File: config.mk
export PLATFORM = sky130hd
export DESIGN_NAME = wav_header_parser_core
export DESIGN_NICKNAME = d
export VERILOG_FILES = /design/src/hw/rtl/wavhp_pkg.sv /design/src/hw/rtl/wavhp_front.sv /design/src/hw/rtl/wavhp_op_queue.sv /design/src/hw/rtl/wavhp_back.sv /design/src/hw/rtl/wav_header_parser_core.sv
export SDC_FILE = /design/constraint.sdc
export NUM_CORES = 1
export LEC_CHECK = 0
export BUFFER_PORTS_ARGS = -buffer_cell sky130_fd_sc_hd__buf_2
export CAP_MARGIN = 20
export CORE_MARGIN = 4
export CORE_UTILIZATION = 58
export CTS_BUF_LIST = sky130_fd_sc_hd__clkbuf_16
export DETAILED_ROUTE_END_ITERATION = 8
export GPL_ROUTABILITY_DRIVEN = 1
export PLACE_DENSITY = 0.79
export SKIP_LAST_GASP = 1
export SLEW_MARGIN = 15
export SYNTH_ARGS = -nofsm -noshare
export SYNTH_HDL_FRONTEND = slang
export SYNTH_SLANG_ARGS = --single-unit
File: constraint.sdc
create_clock -name i_clk -period 18.1 [get_ports i_clk]
set_input_delay 0.905 -clock i_clk [delete_from_list [all_inputs] [get_ports i_clk]]
set_output_delay 0.905 -clock i_clk [all_outputs]
set_load 0.02 [all_outputs]
File: src/hw/rtl/wavhp_pkg.sv
package wavhp_pkg;

    localparam logic [31:0] ID_RIFF = 32'h4646_4952;
    localparam logic [31:0] ID_WAVE = 32'h4556_4157;
    localparam logic [31:0] ID_FMT  = 32'h2074_6D66;
    localparam logic [31:0] ID_DATA = 32'h6174_6164;

    localparam logic [31:0] FMT_SIZE_PLAIN = 32'd16;
    localparam logic [31:0] FMT_SIZE_EXT   = 32'd18;
    localparam logic [31:0] FMT_SIZE_WAVEX = 32'd40;

    localparam logic [15:0] SEG_LEN_RESET = 16'd1024;

    // fmt body byte offsets at which a field's last byte arrives
    localparam logic [5:0] POS_FORMAT    = 6'd1;
    localparam logic [5:0] POS_CHANNELS  = 6'd3;
    localparam logic [5:0] POS_RATE      = 6'd7;
    localparam logic [5:0] POS_BYTE_RATE = 6'd11;
    localparam logic [5:0] POS_ALIGN     = 6'd13;
    localparam logic [5:0] POS_BITS      = 6'd15;
    localparam logic [5:0] POS_WORD_LAST = 6'd3;

    typedef enum logic [3:0] {
        PH_RIFF_ID,
        PH_RIFF_SIZE,
        PH_WAVE_ID,
        PH_FMT_ID,
        PH_FMT_SIZE,
        PH_FMT_BODY,
        PH_DATA_ID,
        PH_DATA_SIZE,
        PH_SAMPLES,
        PH_ERROR
    } t_phase;

    typedef enum logic [3:0] {
        OP_CAP_RIFF,
        OP_CAP_FORMAT,
        OP_CAP_CHANNELS,
        OP_CAP_RATE,
        OP_CAP_BYTE_RATE,
        OP_CAP_ALIGN,
        OP_CAP_BITS,
        OP_EMIT_HEADER,
        OP_EMIT_ERROR,
        OP_EMIT_SAMPLE
    } t_op_kind;

    typedef enum logic [2:0] {
        ERR_NONE,
        ERR_RIFF,
        ERR_WAVE,
        ERR_FMT_ID,
        ERR_FMT_SIZE,
        ERR_DATA_ID
    } t_err;

    typedef enum logic [1:0] {
        RK_HEADER,
        RK_ERROR,
        RK_SAMPLE
    } t_result_kind;

    typedef struct packed {
        t_op_kind    kind;
        t_err        err;
        logic [31:0] word;
    } t_op;

endpackage

File: src/hw/rtl/wavhp_front.sv
module wavhp_front
    import wavhp_pkg::*;
(
    input  logic       i_clk,
    input  logic       i_rst_n,
    input  logic       i_accept,
    input  logic [7:0] i_data_byte,
    input  logic       i_restart,
    output logic       o_op_valid,
    output t_op        o_op
);

    t_phase      r_phase, n_phase;
    logic [5:0]  r_pos, n_pos;
    logic [31:0] r_word, n_word;
    logic [5:0]  r_fmt_len, n_fmt_len;

    t_phase      eff_phase;
    logic [5:0]  eff_pos;
    logic [31:0] eff_word;
    logic [5:0]  eff_fmt_len;
    logic [31:0] asm_word;
    logic        word_done;
    logic        body_end;
    logic        size_ok;

    // restart clears the parse before this byte is taken
    assign eff_phase   = i_restart ? PH_RIFF_ID : r_phase;
    assign eff_pos     = i_restart ? 6'd0 : r_pos;
    assign eff_word    = i_restart ? 32'd0 : r_word;
    assign eff_fmt_len = i_restart ? 6'd0 : r_fmt_len;

    assign asm_word  = {i_data_byte, eff_word[31:8]};
    assign word_done = (eff_pos >= POS_WORD_LAST);
    assign body_end  = ({1'b0, eff_pos} + 7'd1) >= {1'b0, eff_fmt_len};
    assign size_ok   = (asm_word == FMT_SIZE_PLAIN) || (asm_word == FMT_SIZE_EXT) ||
                       (asm_word == FMT_SIZE_WAVEX);

    // next phase
    always_comb begin
        n_phase = r_phase;
        if (i_accept) begin
            n_phase = eff_phase;
            unique case (eff_phase)
                PH_RIFF_ID: begin
                    if (word_done) n_phase = (asm_word == ID_RIFF) ? PH_RIFF_SIZE : PH_ERROR;
                end
                PH_RIFF_SIZE: begin
                    if (word_done) n_phase = PH_WAVE_ID;
                end
                PH_WAVE_ID: begin
                    if (word_done) n_phase = (asm_word == ID_WAVE) ? PH_FMT_ID : PH_ERROR;
                end
                PH_FMT_ID: begin
                    if (word_done) n_phase = (asm_word == ID_FMT) ? PH_FMT_SIZE : PH_ERROR;
                end
                PH_FMT_SIZE: begin
                    if (word_done) n_phase = size_ok ? PH_FMT_BODY : PH_ERROR;
                end
                PH_FMT_BODY: begin
                    if (body_end) n_phase = PH_DATA_ID;
                end
                PH_DATA_ID: begin
                    if (word_done) n_phase = (asm_word == ID_DATA) ? PH_DATA_SIZE : PH_ERROR;
                end
                PH_DATA_SIZE: begin
                    if (word_done) n_phase = PH_SAMPLES;
                end
                PH_SAMPLES: begin
                    n_phase = PH_SAMPLES;
                end
                PH_ERROR: begin
                    n_phase = PH_ERROR;
                end
                default: begin
                    n_phase = PH_ERROR;
                end
            endcase
        end
    end

    // datapath state and op to the back end
    always_comb begin
        n_pos       = r_pos;
        n_word      = r_word;
        n_fmt_len   = r_fmt_len;
        o_op_valid  = 1'b0;
        o_op.kind   = OP_CAP_RIFF;
        o_op.err    = ERR_NONE;
        o_op.word   = asm_word;
        if (i_accept) begin
            n_pos     = eff_pos;
            n_word    = eff_word;
            n_fmt_len = eff_fmt_len;
            if (eff_phase != PH_ERROR) begin
                n_word = asm_word;
                n_pos  = word_done ? 6'd0 : eff_pos + 6'd1;
            end
            unique case (eff_phase)
                PH_RIFF_ID: begin
                    if (word_done && asm_word != ID_RIFF) begin
                        o_op_valid = 1'b1;
                        o_op.kind  = OP_EMIT_ERROR;
                        o_op.err   = ERR_RIFF;
                    end
                end
                PH_RIFF_SIZE: begin
                    if (word_done) begin
                        o_op_valid = 1'b1;
                        o_op.kind  = OP_CAP_RIFF;
                    end
                end
                PH_WAVE_ID: begin
                    if (word_done && asm_word != ID_WAVE) begin
                        o_op_valid = 1'b1;
                        o_op.kind  = OP_EMIT_ERROR;
                        o_op.err   = ERR_WAVE;
                    end
                end
                PH_FMT_ID: begin
                    if (word_done && asm_word != ID_FMT) begin
                        o_op_valid = 1'b1;
                        o_op.kind  = OP_EMIT_ERROR;
                        o_op.err   = ERR_FMT_ID;
                    end
                end
                PH_FMT_SIZE: begin
                    if (word_done) begin
                        if (size_ok) begin
                            n_fmt_len = asm_word[5:0];
                        end else begin
                            o_op_valid = 1'b1;
                            o_op.kind  = OP_EMIT_ERROR;
                            o_op.err   = ERR_FMT_SIZE;
                        end
                    end
                end
                PH_FMT_BODY: begin
                    n_pos      = body_end ? 6'd0 : eff_pos + 6'd1;
                    o_op_valid = 1'b1;
                    if (eff_pos == POS_FORMAT)         o_op.kind = OP_CAP_FORMAT;
                    else if (eff_pos == POS_CHANNELS)  o_op.kind = OP_CAP_CHANNELS;
                    else if (eff_pos == POS_RATE)      o_op.kind = OP_CAP_RATE;
                    else if (eff_pos == POS_BYTE_RATE) o_op.kind = OP_CAP_BYTE_RATE;
                    else if (eff_pos == POS_ALIGN)     o_op.kind = OP_CAP_ALIGN;
                    else if (eff_pos == POS_BITS)      o_op.kind = OP_CAP_BITS;
                    else                               o_op_valid = 1'b0;
                end
                PH_DATA_ID: begin
                    if (word_done && asm_word != ID_DATA) begin
                        o_op_valid = 1'b1;
                        o_op.kind  = OP_EMIT_ERROR;
                        o_op.err   = ERR_DATA_ID;
                    end
                end
                PH_DATA_SIZE: begin
                    if (word_done) begin
                        o_op_valid = 1'b1;
                        o_op.kind  = OP_EMIT_HEADER;
                    end
                end
                PH_SAMPLES: begin
                    if (word_done) begin
                        o_op_valid = 1'b1;
                        o_op.kind  = OP_EMIT_SAMPLE;
                    end
                end
                PH_ERROR: begin
                    o_op_valid = 1'b0;
                end
                default: begin
                    // corrupt phase code: word is shifted, position kept
                    n_pos = eff_pos;
                end
            endcase
        end
    end

    always_ff @(posedge i_clk) begin
        if (!i_rst_n) begin
            r_phase   <= PH_RIFF_ID;
            r_pos     <= 6'd0;
            r_word    <= 32'd0;
            r_fmt_len <= 6'd0;
        end else begin
            r_phase   <= n_phase;
            r_pos     <= n_pos;
            r_word    <= n_word;
            r_fmt_len <= n_fmt_len;
        end
    end

endmodule

File: src/hw/rtl/wavhp_op_queue.sv
module wavhp_op_queue
    import wavhp_pkg::*;
(
    input  logic i_clk,
    input  logic i_rst_n,
    input  logic i_push,
    input  t_op  i_op,
    output logic o_full,
    input  logic i_take,
    output logic o_valid,
    output t_op  o_op
);

    t_op        r_slot [2];
    logic       r_wr_ptr;
    logic       r_rd_ptr;
    logic [1:0] r_count;
    logic       do_push;
    logic       do_take;

    assign o_full  = (r_count == 2'd2);
    assign o_valid = (r_count != 2'd0);
    assign o_op    = r_slot[r_rd_ptr];
    assign do_push = i_push && !o_full;
    assign do_take = i_take && o_valid;

    always_ff @(posedge i_clk) begin
        if (do_push) r_slot[r_wr_ptr] <= i_op;
    end

    always_ff @(posedge i_clk) begin
        if (!i_rst_n) begin
            r_wr_ptr <= 1'b0;
            r_rd_ptr <= 1'b0;
            r_count  <= 2'd0;
        end else begin
            if (do_push) r_wr_ptr <= ~r_wr_ptr;
            if (do_take) r_rd_ptr <= ~r_rd_ptr;
            r_count <= r_count + {1'b0, do_push} - {1'b0, do_take};
        end
    end

endmodule

File: src/hw/rtl/wavhp_back.sv
module wavhp_back
    import wavhp_pkg::*;
(
    input  logic               i_clk,
    input  logic               i_rst_n,
    input  logic               i_cfg_we,
    input  logic [15:0]        i_cfg_wdata,
    input  logic               i_op_valid,
    input  t_op                i_op,
    output logic               o_op_take,
    output logic               o_empty,
    input  logic               i_pop,
    output logic [1:0]         o_result_kind,
    output logic [2:0]         o_error_code,
    output logic [31:0]        o_riff_size,
    output logic [15:0]        o_format_tag,
    output logic [15:0]        o_channel_count,
    output logic [31:0]        o_sample_rate,
    output logic [31:0]        o_byte_rate,
    output logic [15:0]        o_block_align,
    output logic [15:0]        o_sample_bits,
    output logic [31:0]        o_data_size,
    output logic signed [15:0] o_sample_value,
    output logic               o_segment_last
);

    logic [15:0] r_seg_len;
    logic [15:0] r_seg_cnt;
    logic        r_valid;

    logic [31:0] r_cap_riff;
    logic [15:0] r_cap_format;
    logic [15:0] r_cap_channels;
    logic [31:0] r_cap_rate;
    logic [31:0] r_cap_byte_rate;
    logic [15:0] r_cap_align;
    logic [15:0] r_cap_bits;

    logic        emits;
    logic        take;
    logic [16:0] seg_inc;
    logic        seg_last;

    always_comb begin
        case (i_op.kind) inside
            OP_EMIT_HEADER, OP_EMIT_ERROR, OP_EMIT_SAMPLE: emits = 1'b1;
            default:                                       emits = 1'b0;
        endcase
    end

    // the output register frees up in the same cycle it is popped
    assign take      = i_op_valid && (!emits || !r_valid || i_pop);
    assign o_op_take = take;
    assign o_empty   = !r_valid;

    assign seg_inc  = {1'b0, r_seg_cnt} + 17'd1;
    assign seg_last = (seg_inc >= {1'b0, r_seg_len});

    always_ff @(posedge i_clk) begin
        if (!i_rst_n) begin
            r_seg_len <= SEG_LEN_RESET;
            r_seg_cnt <= 16'd0;
            r_valid   <= 1'b0;
        end else begin
            if (i_cfg_we) r_seg_len <= i_cfg_wdata;
            if (take && emits) begin
                r_valid <= 1'b1;
            end else if (i_pop) begin
                r_valid <= 1'b0;
            end
            if (take && i_op.kind == OP_EMIT_HEADER) begin
                r_seg_cnt <= 16'd0;
            end else if (take && i_op.kind == OP_EMIT_SAMPLE) begin
                r_seg_cnt <= seg_last ? 16'd0 : seg_inc[15:0];
            end
        end
    end

    // field captures and result payload
    always_ff @(posedge i_clk) begin
        if (take) begin
            unique case (i_op.kind)
                OP_CAP_RIFF:      r_cap_riff      <= i_op.word;
                OP_CAP_FORMAT:    r_cap_format    <= i_op.word[31:16];
                OP_CAP_CHANNELS:  r_cap_channels  <= i_op.word[31:16];
                OP_CAP_RATE:      r_cap_rate      <= i_op.word;
                OP_CAP_BYTE_RATE: r_cap_byte_rate <= i_op.word;
                OP_CAP_ALIGN:     r_cap_align     <= i_op.word[31:16];
                OP_CAP_BITS:      r_cap_bits      <= i_op.word[31:16];
                OP_EMIT_HEADER: begin
                    o_result_kind   <= RK_HEADER;
                    o_error_code    <= ERR_NONE;
                    o_riff_size     <= r_cap_riff;
                    o_format_tag    <= r_cap_format;
                    o_channel_count <= r_cap_channels;
                    o_sample_rate   <= r_cap_rate;
                    o_byte_rate     <= r_cap_byte_rate;
                    o_block_align   <= r_cap_align;
                    o_sample_bits   <= r_cap_bits;
                    o_data_size     <= i_op.word;
                    o_sample_value  <= 16'sd0;
                    o_segment_last  <= 1'b0;
                end
                OP_EMIT_ERROR, OP_EMIT_SAMPLE: begin
                    o_result_kind   <= (i_op.kind == OP_EMIT_ERROR) ? RK_ERROR : RK_SAMPLE;
                    o_error_code    <= i_op.err;
                    o_riff_size     <= 32'd0;
                    o_format_tag    <= 16'd0;
                    o_channel_count <= 16'd0;
                    o_sample_rate   <= 32'd0;
                    o_byte_rate     <= 32'd0;
                    o_block_align   <= 16'd0;
                    o_sample_bits   <= 16'd0;
                    o_data_size     <= 32'd0;
                    o_sample_value  <= (i_op.kind == OP_EMIT_SAMPLE) ?
                                       signed'(i_op.word[15:0]) : 16'sd0;
                    o_segment_last  <= (i_op.kind == OP_EMIT_SAMPLE) && seg_last;
                end
                default: begin
                    o_result_kind <= o_result_kind;
                end
            endcase
        end
    end

endmodule

File: src/hw/rtl/wav_header_parser_core.sv
// Channel   Direction  Handshake          Payload
// input     in         push / full        i_data_byte[7:0], i_restart
// result    out        empty / pop        o_result_kind .. o_segment_last
// config    in         i_cfg_we (no wait) i_cfg_wdata[15:0] = segment_length
//
// One byte per cycle while full is low; a result reaches the outputs through the op
// queue, then the output register, after the edge that takes its last byte.
// The front holds the parse phase; a two-entry op queue feeds the back end, which
// keeps captured fields, the segment counter and a one-entry output register.
// full rises only when the op queue holds two ops, i.e. results are not popped.
// Reset is synchronous, active low; it sets segment_length to 1024.
module wav_header_parser_core
    import wavhp_pkg::*;
(
    input  logic               i_clk,
    input  logic               i_rst_n,
    input  logic               push,
    output logic               full,
    input  logic [7:0]         i_data_byte,
    input  logic               i_restart,
    output logic               empty,
    input  logic               pop,
    output logic [1:0]         o_result_kind,
    output logic [2:0]         o_error_code,
    output logic [31:0]        o_riff_size,
    output logic [15:0]        o_format_tag,
    output logic [15:0]        o_channel_count,
    output logic [31:0]        o_sample_rate,
    output logic [31:0]        o_byte_rate,
    output logic [15:0]        o_block_align,
    output logic [15:0]        o_sample_bits,
    output logic [31:0]        o_data_size,
    output logic signed [15:0] o_sample_value,
    output logic               o_segment_last,
    input  logic               i_cfg_we,
    input  logic [15:0]        i_cfg_wdata
);

    logic accept;
    logic front_op_valid;
    t_op  front_op;
    logic q_valid;
    t_op  q_op;
    logic q_take;

    assign accept = push && !full;

    wavhp_front u_front (
        .i_clk       (i_clk),
        .i_rst_n     (i_rst_n),
        .i_accept    (accept),
        .i_data_byte (i_data_byte),
        .i_restart   (i_restart),
        .o_op_valid  (front_op_valid),
        .o_op        (front_op)
    );

    wavhp_op_queue u_queue (
        .i_clk   (i_clk),
        .i_rst_n (i_rst_n),
        .i_push  (front_op_valid),
        .i_op    (front_op),
        .o_full  (full),
        .i_take  (q_take),
        .o_valid (q_valid),
        .o_op    (q_op)
    );

    wavhp_back u_back (
        .i_clk           (i_clk),
        .i_rst_n         (i_rst_n),
        .i_cfg_we        (i_cfg_we),
        .i_cfg_wdata     (i_cfg_wdata),
        .i_op_valid      (q_valid),
        .i_op            (q_op),
        .o_op_take       (q_take),
        .o_empty         (empty),
        .i_pop           (pop),
        .o_result_kind   (o_result_kind),
        .o_error_code    (o_error_code),
        .o_riff_size     (o_riff_size),
        .o_format_tag    (o_format_tag),
        .o_channel_count (o_channel_count),
        .o_sample_rate   (o_sample_rate),
        .o_byte_rate     (o_byte_rate),
        .o_block_align   (o_block_align),
        .o_sample_bits   (o_sample_bits),
        .o_data_size     (o_data_size),
        .o_sample_value  (o_sample_value),
        .o_segment_last  (o_segment_last)
    );

endmodule

==> flow_metrics.env, run 1 <==
export IMPL_outcome="completed"
export IMPL_power_density_nw_per_um2=117
export IMPL_hold_end="u_front.r_fmt_len[3]"
export IMPL_postSynthRegisterBits=530
export IMPL_cts_htree_levels=2
export IMPL_critical_path_slowest_cell="nor2_4"
export IMPL_route_detailed_vias_per_inst=5.48
export IMPL_coreArea_sq_um=34700
export IMPL_route_final_wire_length_um=42600
export IMPL_setup_violations=0
export IMPL_synth_net_count=1475
export IMPL_crit_arrival_ns=4.30
export IMPL_max_freq_mhz=242
export IMPL_global_route_overflow_total=0
export IMPL_cts_resized_gates=0
export IMPL_hold_buffers=0
export IMPL_post_synth_xor_area_fraction=0.0102
export IMPL_ys_seq_area_frac=0.736
export IMPL_most_frequent_cells_in_the_layout="edfxtp_1, buf_2, and2_1"
export IMPL_routed_via_count=11800
export IMPL_worstHoldStart="u_front.r_fmt_len[3]"
export IMPL_critPathCaptureType="flip-flop"
export IMPL_initial_standard_cell_utilization_of_the_core=0.592
export IMPL_path_clk_slew_ns=0.06
export IMPL_post_synth_fa_ha_maj_area_fraction=0.0152
export IMPL_io_pins=246
export IMPL_worstHoldPathType="flip-flop to flip-flop"
export IMPL_worst_setup_path_start_kind="flip-flop"
export IMPL_fp_row_count=68
export IMPL_maxSlewHeadroom=0.245
export IMPL_post_synth_mux_area_share=0.0268
export IMPL_firstDrtPassIters=6
export IMPL_clock_tree_from_tritoncts="built"
export IMPL_cts_sinks=530
export IMPL_grt_antenna_before_repair=1
export IMPL_area_growth_pct=16.9
export IMPL_synth_simple_gate_area_share=0.145
export IMPL_vdd_drop_max_mv=0.0719
export IMPL_clock_latency_ns=0.56
export IMPL_grt_setup_unrepaired="false"
export IMPL_drt_iter0_drc=1288
export IMPL_die_y_um=196
export IMPL_grt_first_pass_wirelength_um=65700
export IMPL_synth_top_flop_cell="edfxtp_1"
export IMPL_finalNetCount=1718
export IMPL_dp_hpwl_um=27300
export IMPL_compound_gate_portion_of_the_synthesized_area=0.0455
export IMPL_cts_buffers_inserted=51
export IMPL_postSynthAreaPerCell_sq_um=14.5
export IMPL_ff2ff_setup_slack_ns=13.97
export IMPL_synth_async_reset_ratio=0
export IMPL_cp_required_ns=18.27
export IMPL_synth_top_family_by_area="simple AND/OR/NAND/NOR gates"
export IMPL_grt_start_max_net_pins=209
export IMPL_antenna_cells=0
export IMPL_transition_time_at_the_pin_with_the_least_slew_margin_ns=1.13
export IMPL_root_buffer="clkbuf_16"
export IMPL_die_area_sq_um=38500
export IMPL_critPathMaxFanout=50
export IMPL_drc=0
export IMPL_fin_setup_tns_ns=0
export IMPL_mappedNetlistArea_sq_um=20600
export IMPL_final_hold_viol_count=0
export IMPL_gp_congestion=0.955
export IMPL_global_route_usage_total=0.220
export IMPL_synth_warnings=0
export IMPL_layout_cells_sized_above_1=0.219
export IMPL_timing_final_max_slew_violations=0
export IMPL_fin_crit_sh=0.228
export IMPL_min_delay_path_depth=2
export IMPL_crit_chain="buf_4 > nor3b_1 > o21ai_4 > nand2_1 > a21oi_1 > o21ai_0 > nor2_4"
export IMPL_clock_skew_ns=0.0173
export IMPL_timing_worst_setup_path_type="flip-flop to flip-flop"
export IMPL_max_cap_violations=0
export IMPL_r2r_cells=7
export IMPL_synth_enable_flop_cells=452
export IMPL_period_needed_ns=4.13
export IMPL_r2r_end="u_back.r_cap_riff[9]"
export IMPL_cts_repair_timing_setup_buffer_count=0
export IMPL_final_hold_worst_slack_ns=0.478
export IMPL_timing_critical_path_slowest_cell_delay_ns=0.90
export IMPL_leakage_nw=8.75
export IMPL_mostFrequentLayoutCell="edfxtp_1"
export IMPL_fp_dieW_um=196
export IMPL_drt_antenna_violating_nets=0
export IMPL_buffer_ports_inserted=245
export IMPL_ys_types=68
export IMPL_netlist_instances=1420
export IMPL_vias_in_the_first_global_route=11500
export IMPL_clockBufferDepth=3
export IMPL_route_detailed_wl_per_inst_um=19.7
-- Yosys cell counts (7+ instances only) --
cell type	instances	area, sq um
edfxtp_1	452	13600
and2_1	186	1160
nand2_1	98	368
nor2_1	93	349
dfxtp_1	78	1560
clkbuf_1	57	214
nor2b_1	55	344
inv_1	47	176
mux2i_1	36	360
a21oi_1	28	140
a21boi_0	26	195
ha_1	25	313
o21ai_0	25	125
nand3_1	18	90.1
mux2_2	17	191
nor3_1	17	85.1
xnor2_1	13	114
xor2_1	11	96.3
nand4_1	9	56.3
a21o_1	8	60.1
and3_1	8	50.1
nand3b_1	8	60.1
nor3b_1	8	60.1
a22oi_1	7	52.6
nor4_1	7	43.8
-- critical path, delay by kind of cell, from the launching register on --
| kind | cells | cell delay [ns] |
|---|---|---|
| compound gates | 3 | 1.65 |
| simple gates | 3 | 1.20 |
| buf+inv | 1 | 0.52 |
| flops | 1 | 0.32 |
-- worst max path at each step --
stage | cells after the start | startpoint | slack, ns | to
6_report | 7 | flip-flop | 13.97 | u_back.r_cap_riff[9]
3_3_place_gp | 7 | i_restart | 13.93 | u_queue.r_slot[0][14]
4_1_cts | 7 | flip-flop | 13.82 | u_back.r_cap_rate[9]
5_1_grt | 7 | flip-flop | 13.65 | u_back.r_cap_riff[9]
3_5_place_dp | 7 | i_restart | 13.85 | u_queue.r_slot[0][14]
2_1_floorplan | 4 | u_queue.r_slot[0][38] | 1.41 | u_back.o_block_align[0]
-- where the power goes --
group / switching, mW / total [mW] / internal (mW)
combinational: 0.213 / 0.306 / 0.0930
sequential: 0.0194 / 1.43 / 1.41
clock: 0.430 / 1.09 / 0.658
-- stage by stage --
| stage | setup WS (ns) | utilization | power (mW) | area (sq um) | instances |
|---|---|---|---|---|---|
| after detailed placement | 13.85 | 0.640 | 1.76 | 22200 | 2062 |
| after CTS | 13.82 | 0.691 | 2.84 | 24000 | 2158 |
| after global routing | 13.65 | 0.692 | 2.93 | 24000 | 2161 |
| after floorplan | 1.41 | - | 1.67 | 20600 | 1420 |
| final | 13.97 | 0.692 | 2.82 | 24000 | 2161 |
| after global placement | 13.93 | 0.640 | 1.75 | 22200 | 2062 |
-- layout make-up --
| type | count | area (sq um) |
|---|---|---|
| clock buffer | 53 | 1330 |
| clock inverter | 43 | 432 |
| fill | 2297 | 10700 |
| inverter | 47 | 176 |
| multi-input combinational | 777 | 5040 |
| sequential | 530 | 15100 |
| tap | 455 | 569 |
| timing repair buffer | 256 | 1350 |
-- sequential cells by signal, indices dropped and copies added (netlist names), 24 cells and up, named ones only --
name,flops
u_front.r_word,24
u_back.r_cap_riff,32
u_back.o_riff_size,32
u_back.r_cap_byte_rate,32
u_back.o_sample_rate,32
u_back.r_cap_rate,32
u_queue.r_slot,78
u_back.o_byte_rate,32
u_back.o_data_size,32
-- cell families (layout without fill, tap and decap cells) --
| kind of cell | count (synthesis) | after routing |
|---|---|---|
| buffers and inverters | 113 | 399 |
| flip-flops | 530 | 530 |
| AND/OR/NAND/NOR | 536 | 536 |
| AO/OA/AOI/OAI | 139 | 139 |
| adder cells (fa/ha/maj) | 25 | 25 |
| XOR/XNOR | 24 | 24 |
| multiplexers | 53 | 53 |
-- metal layers --
metal | vias up | routed length [um] | track usage
met4 | 0 | 838 | 0.0507
met1 | 5714 | 17600 | 0.304
met3 | 73 | 3160 | 0.0343
li1 | 5562 | - | -
met5 | - | 0 | 0
met2 | 493 | 21000 | 0.373
Power figures use the tool's default switching activity.
==> inputs of run 2 (changes only) <==
--- a/config.mk
+++ b/config.mk
@@ -5,6 +5,7 @@
 export SDC_FILE = /design/constraint.sdc
 export NUM_CORES = 1
 export LEC_CHECK = 0
+export ABC_AREA = 1
 export BUFFER_PORTS_ARGS = -buffer_cell sky130_fd_sc_hd__buf_2
 export CAP_MARGIN = 20
 export CORE_MARGIN = 4
@@ -12,7 +13,7 @@
 export CTS_BUF_LIST = sky130_fd_sc_hd__clkbuf_16
 export DETAILED_ROUTE_END_ITERATION = 8
 export GPL_ROUTABILITY_DRIVEN = 1
-export PLACE_DENSITY = 0.79
+export PLACE_DENSITY = 0.78
 export SKIP_LAST_GASP = 1
 export SLEW_MARGIN = 15
 export SYNTH_ARGS = -nofsm -noshare
==> constraint.sdc (replaced) <==
create_clock -name i_clk -period 3.9 [get_ports i_clk]
set_input_delay 0.195 -clock i_clk [delete_from_list [all_inputs] [get_ports i_clk]]
set_output_delay 0.195 -clock i_clk [all_outputs]
set_load 0.02 [all_outputs]
==> flow_metrics.env, run 2 <==
export IMPL_outcome="completed"
export IMPL_power_switching_mw=5.66
export IMPL_grt_start_max_net_pins=196
export IMPL_design_power_total_mw=17.3
export IMPL_synth_async_reset_ratio=0
export IMPL_fin_setup_tns_ns=0
export IMPL_netlist_top_cell_by_area="edfxtp_1"
export IMPL_coreArea_sq_um=36800
export IMPL_postSynthRegisterBits=530
export IMPL_hold_end="u_queue.r_count[0]"
export IMPL_synth_enable_flop_cells=452
export IMPL_worst_setup_path_start_kind="flip-flop"
export IMPL_setup_violations=0
export IMPL_antenna_cells=0
export IMPL_finalNetCount=2253
export IMPL_fin_crit_sh=0.812
export IMPL_global_route_usage_total=0.228
export IMPL_dp_hpwl_um=31600
export IMPL_hold_buffers=28
export IMPL_p_int_mw=11.6
export IMPL_fp_row_count=70
export IMPL_initial_standard_cell_utilization_of_the_core=0.590
export IMPL_drc=0
export IMPL_crit_arrival_ns=3.61
export IMPL_global_route_overflow_total=0
export IMPL_max_cap_violations=0
export IMPL_cp_required_ns=4.34
export IMPL_netlist_instances=1914
export IMPL_power_switching_fraction=0.327
export IMPL_yosys_cell_count_top_type="edfxtp_1"
export IMPL_grt_first_pass_wirelength_um=73700
export IMPL_drt_antenna_violating_nets=0
export IMPL_cts_htree_levels=2
export IMPL_seq_power_share=0.466
export IMPL_most_frequent_cells_in_the_layout="edfxtp_1, nand2_1, inv_1"
export IMPL_buffer_ports_inserted=245
export IMPL_synth_warnings=0
export IMPL_fp_dieW_um=201
export IMPL_clock_skew_ns=0.0217
export IMPL_postSynthAreaPerCell_sq_um=11.3
export IMPL_largest_register_ffs=78
export IMPL_die_area_sq_um=40500
export IMPL_place_area_sq_um=23500
export IMPL_largest_register="u_queue.r_slot"
export IMPL_drt_iter0_drc=1185
export IMPL_clock_latency_ns=0.59
export IMPL_timing_final_max_slew_violations=0
export IMPL_vias_in_the_first_global_route=13600
export IMPL_top_cells_by_count_synth="edfxtp_1, nand2_1, inv_1"
export IMPL_routed_via_count=14200
export IMPL_route_detailed_wl_per_inst_um=17.3
export IMPL_io_pins=246
export IMPL_firstDrtPassIters=5
export IMPL_r2r_cells=11
export IMPL_path_clk_slew_ns=0.06
export IMPL_cts_sinks=530
export IMPL_comb_power_share=0.256
export IMPL_worstHoldStart="i_rst_n"
export IMPL_vdd_drop_max_mv=0.558
export IMPL_die_y_um=201
export IMPL_final_hold_worst_slack_ns=0.200
export IMPL_cts_repair_timing_setup_buffer_count=0
export IMPL_mappedNetlistArea_sq_um=21700
export IMPL_min_delay_path_depth=4
export IMPL_fillerInstances=2601
export IMPL_final_hold_viol_count=0
export IMPL_synth_top_cells_by_area="edfxtp_1, dfxtp_1, nand2_1"
export IMPL_grt_setup_unrepaired="false"
export IMPL_design_area_sq_um=25400
export IMPL_grt_antenna_before_repair=0
export IMPL_synth_top_flop_cell="edfxtp_1"
export IMPL_power_density_nw_per_um2=681
export IMPL_ff2ff_setup_slack_ns=0.73
export IMPL_timing_worst_setup_path_type="flip-flop to flip-flop"
export IMPL_gp_congestion=0.943
export IMPL_synth_net_count=1969
export IMPL_clockBufferDepth=3
export IMPL_layout_cells_sized_above_1=0.199
export IMPL_leakage_nw=11.3
export IMPL_period_needed_ns=3.17
export IMPL_max_freq_mhz=316
export IMPL_area_growth_pct=17.1
export IMPL_r2r_end="u_back.r_seg_cnt[12]"
export IMPL_route_final_wire_length_um=46700
export IMPL_cts_resized_gates=0
export IMPL_maxSlewHeadroom=0.406
export IMPL_power_clock_fraction=0.278
export IMPL_cts_buffers_inserted=51
export IMPL_clock_tree_from_tritoncts="built"
export IMPL_yosysTopAreaCellShare=0.626
export IMPL_regToRegStartpoint="u_back.r_seg_cnt[0]"
export IMPL_critPathMaxFanout=17
export IMPL_mostFrequentLayoutCell="edfxtp_1"
export IMPL_root_buffer="clkbuf_16"
export IMPL_critPathCaptureType="flip-flop"
export IMPL_worstHoldPathType="primary input to flip-flop"
export IMPL_route_detailed_vias_per_inst=5.25
export IMPL_transition_time_at_the_pin_with_the_least_slew_margin_ns=0.892
export IMPL_ys_seq_area_frac=0.698
export IMPL_ys_types=52
run 2: worst max-delay path, cell delays in order (launching register included):
cell and delay (ns):
dfxtp_1 0.41, ha_1 0.21, nand3_1 0.21, nor2_2 0.27
xor2_1 0.30, ha_1 0.21, nand2_1 0.09, nor3_1 0.21
nor3b_1 0.24, nand3b_1 0.49, nand4_1 0.33, a21oi_2 0.07
run 2: worst max path at each step:
| stage | endpoint | slack, ns | from | depth (start not counted) |
|---|---|---|---|---|
| floorplan | u_back.o_block_align[0] | -0.87 | flip-flop | 9 |
| global placement | u_queue.r_slot[0][5] | 0.81 | i_restart | 13 |
| detailed placement | u_front.r_pos[4] | 0.68 | i_restart | 15 |
| CTS | u_back.r_seg_cnt[12] | 0.79 | u_back.r_seg_cnt[0] | 11 |
| global route | u_back.r_seg_cnt[8] | 0.44 | u_back.r_seg_cnt[0] | 13 |
| finish | u_back.r_seg_cnt[12] | 0.73 | u_back.r_seg_cnt[0] | 11 |
run 2: metal layers:
metal	global-route usage	vias to the layer above	share of wire
met2	0.379	549	0.48
met1	0.318	6708	0.43
li1	-	6881	-
met5	0	-	0
met3	0.0372	82	0.068
met4	0.0642	0	0.022
run 2: cell type report:
cell class	instances	area (sq um)	share of cell area
repair buffers	298	1770	0.0696
flip-flops and latches	530	15100	0.596
multi-input cells	959	4920	0.194
inverters	358	1350	0.0531
clock buffers	51	1280	0.0502
well taps	468	586	0.0231
clock inverters	44	370	0.0146
run 2: kinds of logic after synthesis:
group                      Yosys count  synth area share
and+or+nand+nor                    692             0.143
DFF                                530             0.698
buffers and inverters              425            0.0783
AOI/OAI and AO/OA                  226            0.0603
adders and majority gates           25            0.0144
xor gates and xnor gates            16           0.00646
run 2: through the flow:
step                      std cells  utilization  setup WS, ns
after CTS                      2708        0.691         0.795
after global routing           2708        0.691         0.440
after detailed placement       2585        0.638         0.678
after global placement         2585        0.638         0.806
final                          2708        0.691         0.733
after floorplan                1914            -        -0.874
run 2: power groups by stage:
| stage | combinational, mW | clock, mW | sequential (mW) |
|---|---|---|---|
| after CTS | 4.46 | 4.90 | 8.06 |
| after global placement | 4.29 | 0 | 8.15 |
| after floorplan | 2.30 | 0 | 8.80 |
| after detailed placement | 4.42 | 0 | 8.18 |
| after global routing | 4.92 | 5.15 | 8.14 |
| final | 4.43 | 4.81 | 8.06 |
==> inputs of run 3 (changes only) <==
--- a/config.mk
+++ b/config.mk
@@ -5,7 +5,7 @@
 export SDC_FILE = /design/constraint.sdc
 export NUM_CORES = 1
 export LEC_CHECK = 0
-export ABC_AREA = 1
+export ABC_AREA = 0
 export BUFFER_PORTS_ARGS = -buffer_cell sky130_fd_sc_hd__buf_2
 export CAP_MARGIN = 20
 export CORE_MARGIN = 4
@@ -13,7 +13,7 @@
 export CTS_BUF_LIST = sky130_fd_sc_hd__clkbuf_16
 export DETAILED_ROUTE_END_ITERATION = 8
 export GPL_ROUTABILITY_DRIVEN = 1
-export PLACE_DENSITY = 0.78
+export PLACE_DENSITY = 0.79
 export SKIP_LAST_GASP = 1
 export SLEW_MARGIN = 15
 export SYNTH_ARGS = -nofsm -noshare
==> constraint.sdc (replaced) <==
create_clock -name i_clk -period 3.3 [get_ports i_clk]
set_input_delay 0.165 -clock i_clk [delete_from_list [all_inputs] [get_ports i_clk]]
set_output_delay 0.165 -clock i_clk [all_outputs]
set_load 0.02 [all_outputs]
==> flow_metrics.env, run 3 (synthesis gave the netlist of run 1 again) <==
export IMPL_power_switching_fraction=0.239
export IMPL_drt_iter0_drc=874
export IMPL_largest_register_ffs=78
export IMPL_drc=0
export IMPL_power_switching_mw=3.57
export IMPL_period_needed_ns=3.31
export IMPL_critPathMaxFanout=5
export IMPL_gp_congestion=0.874
export IMPL_mostFrequentLayoutCell="edfxtp_1"
export IMPL_clockBufferDepth=3
export IMPL_place_area_sq_um=22600
export IMPL_transition_time_at_the_pin_with_the_least_slew_margin_ns=0.900
export IMPL_vdd_drop_max_mv=0.362
export IMPL_design_area_sq_um=24700
export IMPL_route_detailed_vias_per_inst=5.41
export IMPL_clock_skew_ns=0.0123
export IMPL_finalNetCount=1789
export IMPL_die_area_sq_um=38500
export IMPL_cts_buffers_inserted=49
export IMPL_grt_antenna_before_repair=0
export IMPL_power_clock_fraction=0.359
export IMPL_max_freq_mhz=302
export IMPL_seqCellArea_sq_um=15100
export IMPL_global_route_overflow_total=0
export IMPL_grt_start_max_net_pins=94
export IMPL_path_clk_slew_ns=0.06
export IMPL_grt_first_pass_wirelength_um=65500
export IMPL_multi_input_comb_area_sq_um=5240
export IMPL_grt_setup_unrepaired="true"
export IMPL_clock_tree_from_tritoncts="built"
export IMPL_fp_dieW_um=196
export IMPL_setup_violations=1
export IMPL_final_hold_viol_count=0
export IMPL_violations="negative setup slack"
export IMPL_largest_register="u_queue.r_slot"
export IMPL_fp_row_count=68
export IMPL_io_pins=246
export IMPL_timing_final_max_slew_violations=0
export IMPL_global_route_usage_total=0.218
export IMPL_initial_standard_cell_utilization_of_the_core=0.592
export IMPL_critPathCaptureType="flip-flop"
export IMPL_post_route_worst_setup_slack_ns=-0.00808
export IMPL_cts_sinks=530
export IMPL_dp_hpwl_um=28100
export IMPL_antenna_cells=0
export IMPL_timing_worst_setup_path_type="flip-flop to flip-flop"
export IMPL_worst_setup_path_start_kind="flip-flop"
export IMPL_vias_in_the_first_global_route=11700
export IMPL_cts_htree_levels=2
export IMPL_maxSlewHeadroom=0.400
export IMPL_drt_antenna_violating_nets=0
export IMPL_leakage_nw=9.07
export IMPL_root_buffer="clkbuf_16"
export IMPL_design_power_total_mw=14.9
export IMPL_route_final_wire_length_um=42800
export IMPL_outcome="finished with violations"
export IMPL_clock_latency_ns=0.55
export IMPL_max_cap_violations=0
export IMPL_layout_cells_sized_above_1=0.253
export IMPL_route_detailed_wl_per_inst_um=19.2
export IMPL_worstHoldPathType="primary input to flip-flop"
export IMPL_area_growth_pct=20.1
export IMPL_most_frequent_cells_in_the_layout="edfxtp_1, buf_2, and2_1"
export IMPL_firstDrtPassIters=5
export IMPL_preCtsSetupSlack_ns=-0.240
export IMPL_coreArea_sq_um=34700
export IMPL_fin_crit_sh=1.00
export IMPL_seq_power_share=0.526
export IMPL_die_y_um=196
export IMPL_routed_via_count=12000
export IMPL_crit_arrival_ns=3.74
export IMPL_power_density_nw_per_um2=605
export IMPL_cp_required_ns=3.73
export IMPL_utilization=0.711
export IMPL_comb_power_share=0.116
export IMPL_fillerInstances=2199
export IMPL_p_int_mw=11.4
export IMPL_buffer_ports_inserted=245
[run 3: changes by cell type in the layout (fill, tap and decap cells not counted), sizes merged, moves of 56 or more]
cell,previous run,this run
a21oi,94,28
nor2b,0,56
o21ai,97,27
and2,2,186
nand2,422,98
inv,372,60
[run 3: path summary, 6_finish.rpt]
kind / startpoint / end / slack (ns) / depth (start not counted)
min: pop / u_back.r_valid / 0.05 / 3
min reg2reg: u_front.r_fmt_len[5] / u_front.r_fmt_len[5] / 0.47 / 2
max reg2reg: u_back.r_seg_cnt[0] / u_back.r_seg_cnt[2] / -0.008 / 17
max: u_back.r_seg_cnt[0] / u_back.r_seg_cnt[2] / -0.008 / 17
[run 3: power by group through the flow]
stage | registers (mW) | clock network [mW] | logic (mW)
final | 7.84 | 5.35 | 1.73
after global routing | 7.86 | 5.76 | 1.87
after CTS | 7.85 | 5.44 | 1.74
after detailed placement | 7.99 | 0 | 1.70
after global placement | 7.98 | 0 | 1.67
after floorplan | 8.09 | 0 | 0.997
[run 3: cell type report]
cell class                      count  share of cell area
Clock buffer                       50              0.0507
Clock inverter                     39              0.0120
Inverter                           47             0.00715
Multi-Input combinational cell    777               0.212
Sequential cell                   530               0.614
Tap cell                          455              0.0231
Timing Repair Buffer              329              0.0809
[run 3: per-stage QoR]
step | hold slack [ns] | std cells | TNS [ns]
after CTS | 0.0177 | 2217 | 0
after detailed placement | 0.395 | 2099 | -2.27
after floorplan | 0.264 | 1420 | -725.83
final | 0.0460 | 2227 | -0.00808
after global routing | 0.0774 | 2227 | -1.16
after global placement | 0.394 | 2099 | -0.795
[run 3: critical path, stage by stage (launching register included)]
cell and delay (ns):
dfxtp_4 0.38, ha_4 0.16, nand3_2 0.07, nor2_2 0.13
and3_4 0.25, nand3_4 0.09, xnor2_2 0.17, ha_1 0.31
nand3_2 0.08, or3_4 0.41, o41ai_4 0.29, a41oi_1 0.07
o211ai_1 0.15, buf_4 0.19, buf_4 0.12, nor2_1 0.03
o21ai_0 0.17, a21oi_1 0.10
[run 3: repair_timing]
| action | 4_1_cts | 5_1_grt |
|---|---|---|
| gates cloned | 0 | 0 |
| pin swaps | 1 | 19 |
| hold buffers | 24 | 0 |
| buffers inserted | 5 | 9 |
| resized for setup | 11 | 33 |
| endpoints found under the setup margin | 17 | 17 |
| hold endpoints to repair | 40 | 0 |
[run 3: layer usage]
metal  track usage  up-vias  share of wire
met5             0        -              0
met4        0.0530        0          0.022
met3        0.0328       70          0.071
met2         0.367      440           0.49
met1         0.305     5831           0.42
li1              -     5706              -
